### config.mk
export PLATFORM = sky130hd
export DESIGN_NAME = binomial_checkpoint_scheduler_core
export DESIGN_NICKNAME = d
export VERILOG_FILES = /design/src/design/bcs_pkg.sv /design/src/design/bcs_muldiv.sv /design/src/design/binomial_checkpoint_scheduler_core.sv
export SDC_FILE = /design/constraint.sdc
export NUM_CORES = 1
export LEC_CHECK = 0
export BUFFER_PORTS_ARGS = -buffer_cell sky130_fd_sc_hd__buf_2
export CORE_MARGIN = 1.5
export CORE_UTILIZATION = 45
export CTS_CLUSTER_DIAMETER = 150
export CTS_CLUSTER_SIZE = 10
export DETAILED_ROUTE_END_ITERATION = 8
export RECOVER_POWER = 50
export SLEW_MARGIN = 20
export SYNTH_ARGS = -nofsm -noshare
export SYNTH_HDL_FRONTEND = slang
export SYNTH_SLANG_ARGS = --single-unit
### constraint.sdc
create_clock -name clk -period 17.8 [get_ports clk]
set_input_delay 3.56 -clock clk [delete_from_list [all_inputs] [get_ports clk]]
set_output_delay 3.56 -clock clk [all_outputs]
set_load 0.05 [all_outputs]
### src/design/bcs_pkg.sv
`default_nettype none
// ----------------------------------------------------------------------------
// Binomial checkpoint scheduler package
// Shared widths, status codes, payload structs, the sequencer state type and
// the control bundles between the sequencer and the multiply-divide unit.
// ----------------------------------------------------------------------------
package bcs_pkg;

	// Field widths of the request and result.
	localparam int LAYER_W = 10;
	localparam int SAVES_W = 7;

	// The binomial range stays below 2^(LAYER_W+SAVES_W).
	localparam int RANGE_W = LAYER_W + SAVES_W;
	// Multiplier and divisor operands (repetitions plus free saves).
	localparam int OPND_W  = LAYER_W + 1;
	// Every product that the schedule forms stays below 2^PROD_W.
	localparam int PROD_W  = LAYER_W + OPND_W;

	// Defaults for the top-level parameters and the register reset.
	localparam int DEF_MAX_LAYERS = 1024;
	localparam int DEF_MAX_SAVES  = 64;
	localparam logic [SAVES_W-1:0] MAX_SAVES_RST = SAVES_W'(8);

	// Result status codes.
	localparam logic [1:0] STATUS_OK        = 2'd0;
	localparam logic [1:0] STATUS_NO_SAVES  = 2'd1;
	localparam logic [1:0] STATUS_NOT_AHEAD = 2'd2;

	// Request payload.
	typedef struct packed {
		logic [LAYER_W-1:0] target_layer;
		logic [LAYER_W-1:0] last_checkpoint_layer;
		logic [SAVES_W-1:0] checkpoints_held;
	} sched_req_t;

	// Result payload.
	typedef struct packed {
		logic [LAYER_W-1:0] next_layer;
		logic [1:0]         status;
	} sched_rsp_t;

	// Operation handed to the multiply-divide unit: (mul_a * mul_b) / divisor.
	typedef struct packed {
		logic               start;
		logic [RANGE_W-1:0] mul_a;
		logic [OPND_W-1:0]  mul_b;
		logic [OPND_W-1:0]  divisor;
	} md_req_t;

	// Completion from the multiply-divide unit.
	typedef struct packed {
		logic               done;
		logic [RANGE_W-1:0] quot;
	} md_rsp_t;

	// Sequencer states.
	typedef enum logic [3:0] {
		ST_IDLE,
		ST_CHECK,
		ST_LOOP,
		ST_B1,
		ST_B2,
		ST_B3,
		ST_B4,
		ST_B5,
		ST_SEL,
		ST_CLAMP,
		ST_DONE
	} state_t;

endpackage
`default_nettype wire

### src/design/bcs_muldiv.sv
`default_nettype none
// ----------------------------------------------------------------------------
// Shared multiply-divide unit
// Forms a product, then divides it by an unsigned divisor with a
// restoring radix-2 divider, one quotient bit per cycle. The quotient is
// truncated toward zero.
// ----------------------------------------------------------------------------
module bcs_muldiv import bcs_pkg::*; (
	input  logic    clk,
	input  logic    arst_n,
	input  md_req_t req,
	output md_rsp_t rsp
);

	localparam int CNT_W = $clog2(PROD_W);

	logic                      busy_q;
	logic                      done_q;
	logic [CNT_W-1:0]          cnt_q;
	logic [PROD_W-1:0]         dvd_q;
	logic [OPND_W-1:0]         rem_q;
	logic [OPND_W-1:0]         dsr_q;
	logic [RANGE_W+OPND_W-1:0] full_prod;
	logic [OPND_W:0]           trial;
	logic [OPND_W:0]           trial_diff;
	logic                      fits;

	// The schedule's products stay below 2^PROD_W, so the upper bits are dropped.
	assign full_prod  = req.mul_a * req.mul_b;
	assign trial      = {rem_q, dvd_q[PROD_W-1]};
	assign fits       = trial >= {1'b0, dsr_q};
	assign trial_diff = trial - {1'b0, dsr_q};

	// Control: a load on start, then PROD_W divide steps.
	always_ff @(posedge clk or negedge arst_n) begin
		if (!arst_n) begin
			busy_q <= 1'b0;
			done_q <= 1'b0;
			cnt_q  <= '0;
		end else begin
			done_q <= 1'b0;
			if (req.start) begin
				busy_q <= 1'b1;
				cnt_q  <= '0;
			end else if (busy_q) begin
				if (cnt_q == CNT_W'(PROD_W - 1)) begin
					busy_q <= 1'b0;
					done_q <= 1'b1;
				end
				cnt_q <= cnt_q + CNT_W'(1);
			end
		end
	end

	// Datapath: quotient bits shift in where dividend bits shift out.
	always_ff @(posedge clk) begin
		if (req.start) begin
			dvd_q <= full_prod[PROD_W-1:0];
			rem_q <= '0;
			dsr_q <= req.divisor;
		end else if (busy_q) begin
			dvd_q <= {dvd_q[PROD_W-2:0], fits};
			rem_q <= fits ? trial_diff[OPND_W-1:0] : trial[OPND_W-1:0];
		end
	end

	assign rsp.done = done_q;
	assign rsp.quot = dvd_q[RANGE_W-1:0];

endmodule
`default_nettype wire

### src/design/binomial_checkpoint_scheduler_core.sv
// The request is accepted and its status checked; then each binomial step of the range
// search and each of the five terms runs in the shared multiply-divide unit (a
// multiply, 21 divide steps, a hand-off), or skips the unit for a term that needs
// no division; then search exit, select, clamp and output follow.
// One request makes up to reps+5 passes through the unit, reps up to the layer distance.
// A status-only result skips the search and the terms. One request is worked on at a time.
// Reset is asynchronous: the sequencer idles, max_saves returns to 8.
`default_nettype none
// ----------------------------------------------------------------------------
// Binomial checkpoint scheduler core
// Picks the layer at which the next checkpoint is stored, following the
// binomial schedule, with one shared multiply-divide unit under a sequencer.
// ----------------------------------------------------------------------------
module binomial_checkpoint_scheduler_core import bcs_pkg::*; #(
	parameter int MAX_LAYERS = DEF_MAX_LAYERS,
	parameter int MAX_SAVES  = DEF_MAX_SAVES
) (
	input  logic               clk,
	input  logic               arst_n,
	input  logic               cfg_wr_en,
	input  logic [SAVES_W-1:0] cfg_wr_data,
	input  logic               in_valid,
	output logic               in_ready,
	input  sched_req_t         in_data,
	output logic               out_valid,
	input  logic               out_ready,
	output sched_rsp_t         out_data
);

	localparam int NW = RANGE_W + 2;
	localparam logic [31:0] LAYER_TOP = 32'(MAX_LAYERS - 1);
	localparam logic [8:0]  SAVES_TOP = 9'(MAX_SAVES);

	state_t state_q, state_d;
	logic   wait_q, wait_d;

	logic [SAVES_W-1:0] max_saves_q;
	logic [LAYER_W-1:0] target_q;
	logic [LAYER_W-1:0] last_q;
	logic [SAVES_W-1:0] held_q;
	logic [LAYER_W-1:0] dist_q;
	logic [SAVES_W-1:0] free_q;
	logic [RANGE_W-1:0] range_q;
	logic [LAYER_W-1:0] reps_q;
	logic [RANGE_W-1:0] b1_q, b2_q, b3_q, b4_q, b5_q;
	logic signed [NW-1:0] cand_q;
	logic [LAYER_W-1:0] res_next_q;
	logic [1:0]         res_status_q;
	logic               out_valid_q;
	sched_rsp_t         out_data_q;

	md_req_t md_req;
	md_rsp_t md_rsp;
	logic    md_start;

	logic [OPND_W-1:0]  reps_x, free_x;
	logic               op_skip;
	logic [RANGE_W-1:0] op_fixed;
	state_t             op_next;
	logic               ld_en;
	logic [RANGE_W-1:0] ld_val;
	logic               out_load;

	logic [RANGE_W:0]     sum13;
	logic [RANGE_W-1:0]   range_m5;
	logic                 near_end;
	logic signed [NW-1:0] last_s, target_s, cand_d;
	logic signed [NW-1:0] lifted;
	logic [LAYER_W-1:0]   clamped;

	assign reps_x = OPND_W'(reps_q);
	assign free_x = OPND_W'(free_q);

	bcs_muldiv u_muldiv (
		.clk    (clk),
		.arst_n (arst_n),
		.req    (md_req),
		.rsp    (md_rsp)
	);

	// Layer selection from the five terms.
	assign last_s   = signed'(NW'(last_q));
	assign target_s = signed'(NW'(target_q));
	assign sum13    = {1'b0, b1_q} + {1'b0, b3_q};
	assign range_m5 = range_q - b5_q;
	assign near_end = (range_q >= b5_q) && (RANGE_W'(dist_q) >= range_m5);

	always_comb begin
		priority if ((RANGE_W + 1)'(dist_q) <= sum13) begin
			cand_d = last_s + signed'(NW'(b4_q));
		end else if (near_end) begin
			cand_d = last_s + signed'(NW'(b1_q));
		end else begin
			cand_d = target_s - signed'(NW'(b2_q)) - signed'(NW'(b3_q));
		end
	end

	// Force forward progress, then saturate to the last layer.
	assign lifted = (cand_q <= last_s) ? (last_s + signed'(NW'(1))) : cand_q;

	always_comb begin
		if (32'(unsigned'(lifted)) > LAYER_TOP) begin
			clamped = LAYER_TOP[LAYER_W-1:0];
		end else begin
			clamped = lifted[LAYER_W-1:0];
		end
	end

	// Operands of each term, and the terms that need no division.
	always_comb begin
		md_req.start   = md_start;
		md_req.mul_a   = range_q;
		md_req.mul_b   = reps_x;
		md_req.divisor = free_x + reps_x;
		op_skip        = 1'b0;
		op_fixed       = '0;
		op_next        = ST_SEL;
		unique case (state_q)
			ST_LOOP: begin
				md_req.mul_a   = range_q;
				md_req.mul_b   = reps_x + free_x + OPND_W'(1);
				md_req.divisor = reps_x + OPND_W'(1);
				op_next        = ST_B1;
			end
			ST_B1: begin
				md_req.mul_a   = range_q;
				md_req.mul_b   = reps_x;
				md_req.divisor = free_x + reps_x;
				op_next        = ST_B2;
			end
			ST_B2: begin
				md_req.mul_a   = b1_q;
				md_req.mul_b   = free_x;
				md_req.divisor = free_x + reps_x - OPND_W'(1);
				op_skip        = (free_q == SAVES_W'(1));
				op_fixed       = RANGE_W'(1);
				op_next        = ST_B3;
			end
			ST_B3: begin
				md_req.mul_a   = b2_q;
				md_req.mul_b   = free_x - OPND_W'(1);
				md_req.divisor = free_x + reps_x - OPND_W'(2);
				op_skip        = (free_q <= SAVES_W'(2));
				op_fixed       = (free_q == SAVES_W'(2)) ? RANGE_W'(1) : '0;
				op_next        = ST_B4;
			end
			ST_B4: begin
				md_req.mul_a   = b2_q;
				md_req.mul_b   = reps_x - OPND_W'(1);
				md_req.divisor = free_x;
				op_next        = ST_B5;
			end
			ST_B5: begin
				md_req.mul_a   = b3_q;
				md_req.mul_b   = free_x - OPND_W'(2);
				md_req.divisor = reps_x;
				op_skip        = (free_q <= SAVES_W'(3));
				op_fixed       = (free_q == SAVES_W'(3)) ? RANGE_W'(1) : '0;
				op_next        = ST_SEL;
			end
			default: begin
				op_next = ST_SEL;
			end
		endcase
	end

	// Next state, unit start and term loads.
	always_comb begin
		state_d      = state_q;
		wait_d       = wait_q;
		md_start     = 1'b0;
		ld_en        = 1'b0;
		ld_val       = md_rsp.quot;
		out_load     = 1'b0;
		in_ready     = (state_q == ST_IDLE);
		unique case (state_q)
			ST_IDLE: begin
				if (in_valid) begin
					state_d = ST_CHECK;
				end
			end
			ST_CHECK: begin
				if (target_q <= last_q || held_q >= max_saves_q) begin
					state_d = ST_DONE;
				end else begin
					state_d = ST_LOOP;
				end
			end
			ST_LOOP: begin
				if (!wait_q) begin
					if (range_q > RANGE_W'(dist_q)) begin
						state_d = op_next;
					end else begin
						md_start = 1'b1;
						wait_d   = 1'b1;
					end
				end else if (md_rsp.done) begin
					ld_en  = 1'b1;
					wait_d = 1'b0;
				end
			end
			ST_B1, ST_B2, ST_B3, ST_B4, ST_B5: begin
				if (!wait_q) begin
					if (op_skip) begin
						ld_en   = 1'b1;
						ld_val  = op_fixed;
						state_d = op_next;
					end else begin
						md_start = 1'b1;
						wait_d   = 1'b1;
					end
				end else if (md_rsp.done) begin
					ld_en   = 1'b1;
					wait_d  = 1'b0;
					state_d = op_next;
				end
			end
			ST_SEL: begin
				state_d = ST_CLAMP;
			end
			ST_CLAMP: begin
				state_d = ST_DONE;
			end
			ST_DONE: begin
				if (!out_valid_q || out_ready) begin
					out_load = 1'b1;
					state_d  = ST_IDLE;
				end
			end
			default: begin
				state_d = ST_IDLE;
			end
		endcase
	end

	// Control registers and the max_saves register.
	always_ff @(posedge clk or negedge arst_n) begin
		if (!arst_n) begin
			state_q     <= ST_IDLE;
			wait_q      <= 1'b0;
			out_valid_q <= 1'b0;
			max_saves_q <= MAX_SAVES_RST;
		end else begin
			state_q <= state_d;
			wait_q  <= wait_d;
			if (out_load) begin
				out_valid_q <= 1'b1;
			end else if (out_ready) begin
				out_valid_q <= 1'b0;
			end
			if (cfg_wr_en) begin
				if (9'(cfg_wr_data) > SAVES_TOP) begin
					max_saves_q <= SAVES_TOP[SAVES_W-1:0];
				end else begin
					max_saves_q <= cfg_wr_data;
				end
			end
		end
	end

	// Working registers of the schedule.
	always_ff @(posedge clk) begin
		if (in_valid && in_ready) begin
			target_q <= in_data.target_layer;
			last_q   <= in_data.last_checkpoint_layer;
			held_q   <= in_data.checkpoints_held;
		end
		if (state_q == ST_CHECK) begin
			dist_q       <= target_q - last_q;
			free_q       <= max_saves_q - held_q;
			range_q      <= RANGE_W'(1);
			reps_q       <= '0;
			res_next_q   <= '0;
			res_status_q <= (target_q <= last_q) ? STATUS_NOT_AHEAD : STATUS_NO_SAVES;
		end
		if (state_q == ST_LOOP && md_start) begin
			reps_q <= reps_q + LAYER_W'(1);
		end
		if (ld_en) begin
			unique case (state_q)
				ST_LOOP: range_q <= ld_val;
				ST_B1:   b1_q    <= ld_val;
				ST_B2:   b2_q    <= ld_val;
				ST_B3:   b3_q    <= ld_val;
				ST_B4:   b4_q    <= ld_val;
				ST_B5:   b5_q    <= ld_val;
				default: b5_q    <= b5_q;
			endcase
		end
		if (state_q == ST_SEL) begin
			cand_q <= cand_d;
		end
		if (state_q == ST_CLAMP) begin
			res_next_q   <= clamped;
			res_status_q <= STATUS_OK;
		end
		if (out_load) begin
			out_data_q.next_layer <= res_next_q;
			out_data_q.status     <= res_status_q;
		end
	end

	assign out_valid = out_valid_q;
	assign out_data  = out_data_q;

	// The unit only completes an operation that the sequencer waits for.
	a_done_when_waiting: assert property (@(posedge clk) disable iff (!arst_n)
		md_rsp.done |-> wait_q)
		else $error("multiply-divide completion without a pending operation");

	// The repetition count never passes the layer distance.
	a_reps_bounded: assert property (@(posedge clk) disable iff (!arst_n)
		(state_q == ST_LOOP) |-> (reps_q <= dist_q))
		else $error("repetition count beyond layer distance");

	// A fault status carries layer zero.
	a_fault_layer_zero: assert property (@(posedge clk) disable iff (!arst_n)
		(out_valid_q && out_data_q.status != STATUS_OK) |-> (out_data_q.next_layer == '0))
		else $error("nonzero layer with a fault status");

	// Only defined status codes leave the block.
	a_status_defined: assert property (@(posedge clk) disable iff (!arst_n)
		out_valid_q |-> (out_data_q.status == STATUS_OK
			|| out_data_q.status == STATUS_NO_SAVES
			|| out_data_q.status == STATUS_NOT_AHEAD))
		else $error("undefined status code");

endmodule
`default_nettype wire
# Yosys cells after proc, flatten, opt, wreduce, memory -nomap -nowiden

Cells that the tools add are included.

Memories kept: 0
Bits of input ports: 39
Output and inout port bits: 14
Bits in writable memories: 0
Register bits: 262
ROM bits: 0
Logic and storage cells: 158
Latch bits: 0

Reduce and logical (&&, ||, !) cells: 19
Muxes and demuxes: 59
$mul: 1
Bitwise logic cells: 0
Shifts and indexed selects: 0
Order comparisons: 12
Divide/modulo/power cells: 0
Add/sub/neg operators: 20
Equality and inequality tests: 20

Operator list:

| operator                                              | number |
|---|---|
| one-hot mux 39 bit (5 select lines)                   | 1 |
| two-way mux 17 bit                                    | 6 |
| two-way mux 19 bit                                    | 3 |
| two-way mux 21 bit                                    | 2 |
| two-way mux 10 bit                                    | 4 |
| adder 10 x 17 -> 18 bit                               | 2 |
| two-way mux 4 bit                                     | 8 |
| one-hot mux 4 bit (7 select lines)                    | 1 |
| two-way mux 1 bit                                     | 23 |
| adder 10 x 1 -> 11 bit (second input constant)        | 2 |
| multiplier 17 x 11 -> 21 bit                          | 1 |
| one-hot mux 4 bit (5 select lines)                    | 1 |
| > comparator 19 x 10 -> 1 bit (second input constant) | 1 |
| <= comparator 19 x 11 -> 1 bit                        | 1 |
| subtractor 18 x 18 -> 19 bit                          | 1 |
| adder 17 x 17 -> 18 bit                               | 1 |
| <= comparator 10 x 18 -> 1 bit                        | 1 |
| subtractor 10 x 17 -> 18 bit                          | 1 |
| >= comparator 10 x 17 -> 1 bit                        | 1 |
| >= comparator 17 bit                                  | 1 |
| > comparator 17 x 10 -> 1 bit                         | 1 |
| subtractor 17 bit                                     | 1 |
| == test 4 x 3 -> 1 bit (second input constant)        | 4 |
| == test 7 x 2 -> 1 bit (second input constant)        | 2 |
| 39 further kinds                                      | 61 |

# Logic depth before layout (Yosys ltp)

Word-level depth: 8
Gate-level depth with buffers: 35
Depth with buffers taken out: 34

# By module

Synthesis repeated with hierarchy kept, for this count alone.

Cells, all modules: 2544
Area total of the unflattened synthesis: 23680.2 µm²

Modules (own cells, without submodules):

| module                             | sequential area each (µm²) | cells each | area an instance (µm²) | instances |
|---|---|---|---|---|
| binomial_checkpoint_scheduler_core | 6112.1                     | 1714       | 16090.4                | 1 |
| bcs_muldiv                         | 1356.3                     | 830        | 7589.8                 | 1 |

# Worst setup path before layout

OpenSTA, ideal clock, no wires.

Path kind: register to register
Start point: register free_q[1]
End point: register u_muldiv.dvd_q[20] (data pin)
Data arrival time: 8.016 ns
Period minus slack after synthesis: 8.161 ns
Setup time: 0.145 ns
Slack: 9.639 ns
Data required time: 17.655 ns
Cell stages (with the launch flop): 27
Path buffers: 1
Path through: edfxtp_1 -> ha_1 -> a21o_1 -> and4_1 -> or3b_2 -> nor3b_1 -> xnor2_1 -> a41oi_1 -> clkbuf_1 -> or2_2 -> fa_1 -> fa_1 -> inv_1 -> fa_1 -> fa_1 -> inv_1 -> fa_1 -> inv_1 -> ha_1 -> a21oi_1 -> nor2b_1 -> a311o_2 -> a2111o_1 -> and3_4 -> a2111oi_4 -> xnor3_1 -> o21ai_1

Word-level cells in the longest chain between the ends: 6
Elaborated cells on any way between the ends: 14
Classes of those cells: add/sub: 4; mul: 1; order compare: 2; eq/ne: 1; mux: 6

RTL lines:

| what                                                                 | RTL line                                  | source |
|---|---|---|
| start, declared                                                      | binomial_checkpoint_scheduler_core.sv:42  | `logic [SAVES_W-1:0] free_q;` |
| start signal, assigned                                               | binomial_checkpoint_scheduler_core.sv:270 | `free_q <= max_saves_q - held_q;` |
| branches (longest 5 deep; another with multiplier 17 x 11 -> 21 bit) | --                                        |  |
| two-way mux 21 bit *                                                 | bcs_muldiv.sv:57                          | `if (req.start) begin` |
| end signal, assigned                                                 | bcs_muldiv.sv:58                          | `dvd_q <= full_prod[PROD_W-1:0];` |
| end signal, assigned                                                 | bcs_muldiv.sv:62                          | `dvd_q <= {dvd_q[PROD_W-2:0], fits};` |
| end, declared                                                        | bcs_muldiv.sv:20                          | `logic [PROD_W-1:0] dvd_q;` |

Mark *: on every way between the ends.
A chain may end at the register's enable or synchronous reset.

# Worst setup path after layout

Start point: register state_q[0]
End point: register u_muldiv.dvd_q[20] (data pin)

Word-level cells in the longest chain between the ends: 6
Elaborated cells on any way between the ends: 14
Classes of those cells: mul: 1; eq/ne: 6; mux: 6; reduce/logical: 1

RTL lines:

| what                                                                 | RTL line                                  | source |
|---|---|---|
| start, declared                                                      | binomial_checkpoint_scheduler_core.sv:34  | `state_t state_q, state_d;` |
| start signal, assigned                                               | binomial_checkpoint_scheduler_core.sv:244 | `state_q <= state_d;` |
| branches (longest 5 deep; another with multiplier 17 x 11 -> 21 bit) | --                                        |  |
| two-way mux 21 bit *                                                 | bcs_muldiv.sv:57                          |  |

Marks and branches as above.

==> impl_metrics.csv <==
group,metric,value,unit
synth,yosysUniqueCellTypes,89,
synth,synth_top_area_share,27.4,%
finish,areaGrowthSynthToFinish,8.73,%
worst_setup_path,r2r-start,"state_q[0]$_DFFE_PN0P_",
finish,final_common_cell,"inv_1",
finish,nNetsFinal,2945,
worst_setup_path,path_class,"flop to flop",
drt,drc,0,
worst_setup_path,rr_endpoint,"u_muldiv.dvd_q[20]$_DFFE_PP_",
worst_setup_path,r2r_slack,6.78,ns
cts,cts_max_level,1,
synth,yosysWarnings,0,
finish,layoutNonFillerInstCount,3272,
run_status,violations,"max-capacitance violations, max-slew violations",
run,cap_violations,2,
finish,multi_input_area,14200,sq um
cts,cts_buffer_depth,3,
drt,wl_per_cell,20.4,microns
placed_design,dp.cells,3215,
cts,numClockSinks,262,
timing,max_slew_margin,-124,%
timing,finalHoldViolations,0,
finish,drive_gt1_share,6.64,%
timing,rsz0062_at_grt,"false",
synth,ys_seq_elements,262,
synth,postSynth.asyncResetShare,7.63,%
global_routing,grt_pass1_vias,19045,
cts,worstSkewPairLatency,0.63,ns
global_routing,antenna_found_initial,1,
placed_design,place.port_buffers,52,
synth,synthTopCellsByArea,"edfxtp_1 (27%), ha_1 (12%), fa_1 (11%)",
die,fp.dieH,230,microns
placed_design,hpwl,51600,microns
timing,fin_worst_skew,0.0600,ns
cts,cts_buffers,30,
worst_setup_path,r2r_cells,32,
synth,synth_cells,2528,
timing,hold-worst-slack,0.419,ns
timing,period_needed,11.02,ns
global_routing,grt_max_degree,72,
worst_setup_path,critical_path.startpoint_type,"flop",
cts,path_clk_slew,0.06,ns
drt,drtPass1Iterations,5,
drt,drtIter0Drc,1063,
worst_hold_path,min_path_cells,0,
die,die_width,230,microns
synth,synth_area,23200,sq um
run_status,status,"complete, but fails checks",
drt,routed-via-count,18651,
synth,syn-num-nets,2906,
cts,post_cts_buffers,0,
worst_hold_path,min_to,"out_data[3]$_DFFE_PP_",
finish,area.sequential,7470,sq um
synth,ys.flop_type,"edfxtp_1",
cts,cts-root-buf,"clkbuf_16",
placed_design,routabilityCongestion,0.913,
timing,worst_pin_slew,3.36,ns
worst_setup_path,crit_top_cell,"fa_1",
cts,ctsResizeCount,0,
synth,synth_edf_count,212,
timing,setup_violations,0,
finish,layout_common_cells,"inv_1 (345), nor2_1 (216), ha_1 (214)",
drt,routed_via_density,5.70,
synth,syn_area_per_cell,9.19,sq um
die,start_util,45.4,%
worst_setup_path,worstPathRequired,18.22,ns
die,num_rows,83,
worst_hold_path,hold_class,"flop to flop",
finish,fill_cells,4777,
worst_setup_path,slowest_stage,"clkbuf_1",
worst_hold_path,hold_start,"res_next_q[1]$_SDFFCE_PP0P_",
timing,max_freq,90.8,MHz
synth,ys_seq_area_share,32.1,%
worst_setup_path,cpPeakStageDelay,2.37,ns
worst_setup_path,arrival,11.44,ns
timing,fin_crit_sh,61.9,%
die,pin_count,53,
global_routing,grt_first_pass_wirelength,106000,microns
cts,cts_tree,"built",
worst_setup_path,crit_path_end_kind,"flop",
drt,ant_nets,0,
synth,yosysTopAreaCell,"edfxtp_1",
cts,cts_hold_buf,0,
timing,tns,0,ns
global_routing,track_usage,25.5,%
drt,routed_wl,66700,microns
die,core,51200,sq um
timing,slew_viol_final,93,
die,die_area,53000,sq um
global_routing,grt.overflow.total,0,
worst_setup_path,critPathMaxFanout,71,
worst max-delay path: cells and delay by family (launching register included):
family                     cells  cell delay [ns]
buffers and inverters          6             3.99
AOI/OAI and AO/OA             13             2.78
adders and majority gates      6             2.41
and+or+nand+nor                6             0.88
xor gates and xnor gates       1             0.43
DFF                            1             0.33
Yosys cell counts (all sizes together) (29+ instances only):
master	n
inv	345
nor2	216
ha	214
edfxtp	212
nand2	204
o21ai	162
fa	125
a21oi	108
xnor2	95
clkbuf	70
nand3	67
nand2b	48
nor3	46
mux2i	44
nor2b	40
xor2	40
o21a	36
a21o	30
dfxtp	30
a31oi	29
final cells by class:
class | instances | area share [%]
timing repair buffer | 92 | 2.12
antenna | 1 | 0.00990
clock buffer | 54 | 3.41
sequential | 262 | 29.6
inverter | 347 | 5.15
tap | 680 | 3.37
multi-input combinational | 1834 | 56.1
clock inverter | 2 | 0.238
stage by stage:
step	util (%)	area [sq um]	worst slack [ns]
2_1_floorplan	-	23200	9.64
3_3_place_gp	47.6	24400	8.97
4_1_cts	49.4	25300	8.86
6_report	49.4	25300	6.78
5_1_grt	49.4	25300	6.06
3_5_place_dp	47.6	24400	8.96
worst max path at each step:
stage                     slack (ns)                   start                           end
after floorplan                 9.64     free_q[1]$_DFFE_PP_  u_muldiv.dvd_q[20]$_DFFE_PP_
after global placement          8.97     free_q[0]$_DFFE_PP_  u_muldiv.dvd_q[20]$_DFFE_PP_
after detailed placement        8.96     free_q[0]$_DFFE_PP_  u_muldiv.dvd_q[20]$_DFFE_PP_
after CTS                       8.86     free_q[0]$_DFFE_PP_  u_muldiv.dvd_q[20]$_DFFE_PP_
after global routing            6.06  state_q[0]$_DFFE_PN0P_  u_muldiv.dvd_q[20]$_DFFE_PP_
final                           6.78  state_q[0]$_DFFE_PN0P_  u_muldiv.dvd_q[20]$_DFFE_PP_
metal layers:
| layer | track usage (%) | vias to the layer above | share of wire (%) |
|---|---|---|---|
| li1 | - | 8854 | - |
| met1 | 33.5 | 9169 | 44 |
| met2 | 44.2 | 500 | 48 |
| met3 | 2.36 | 128 | 4.4 |
| met4 | 8.19 | 0 | 3.3 |
| met5 | 0 | - | 0 |
state kept, by name, indices dropped and copies added, names as in the netlist, 4 cells and up:
signal,count
state_q,4
held_q,7
reps_q,10
max_saves_q,7
u_muldiv.dsr_q,11
out_data,12
free_q,7
u_muldiv.rem_q,11
b4_q,17
b3_q,17
u_muldiv.cnt_q,5
range_q,17
b2_q,17
last_q,10
res_next_q,10
target_q,10
dist_q,10
u_muldiv.dvd_q,21
b1_q,17
cand_q,19
b5_q,17
cells by family (layout without fill, tap and decap cells):
kind of cell | after synthesis | count (layout) | share of synthesized area, %
AOI/OAI and AO/OA | 543 | 543 | 15.1
DFF | 262 | 262 | 32.1
buffers and inverters | 432 | 495 | 7.01
xor gates and xnor gates | 137 | 137 | 5.28
and+or+nand+nor | 764 | 764 | 15.9
adders and majority gates | 339 | 339 | 22.3
muxes | 51 | 51 | 2.28
other | 0 | 1 | 0
Power is not shown: default switching activity piles up to over one toggle a cycle in this logic, so the estimate is an artifact.
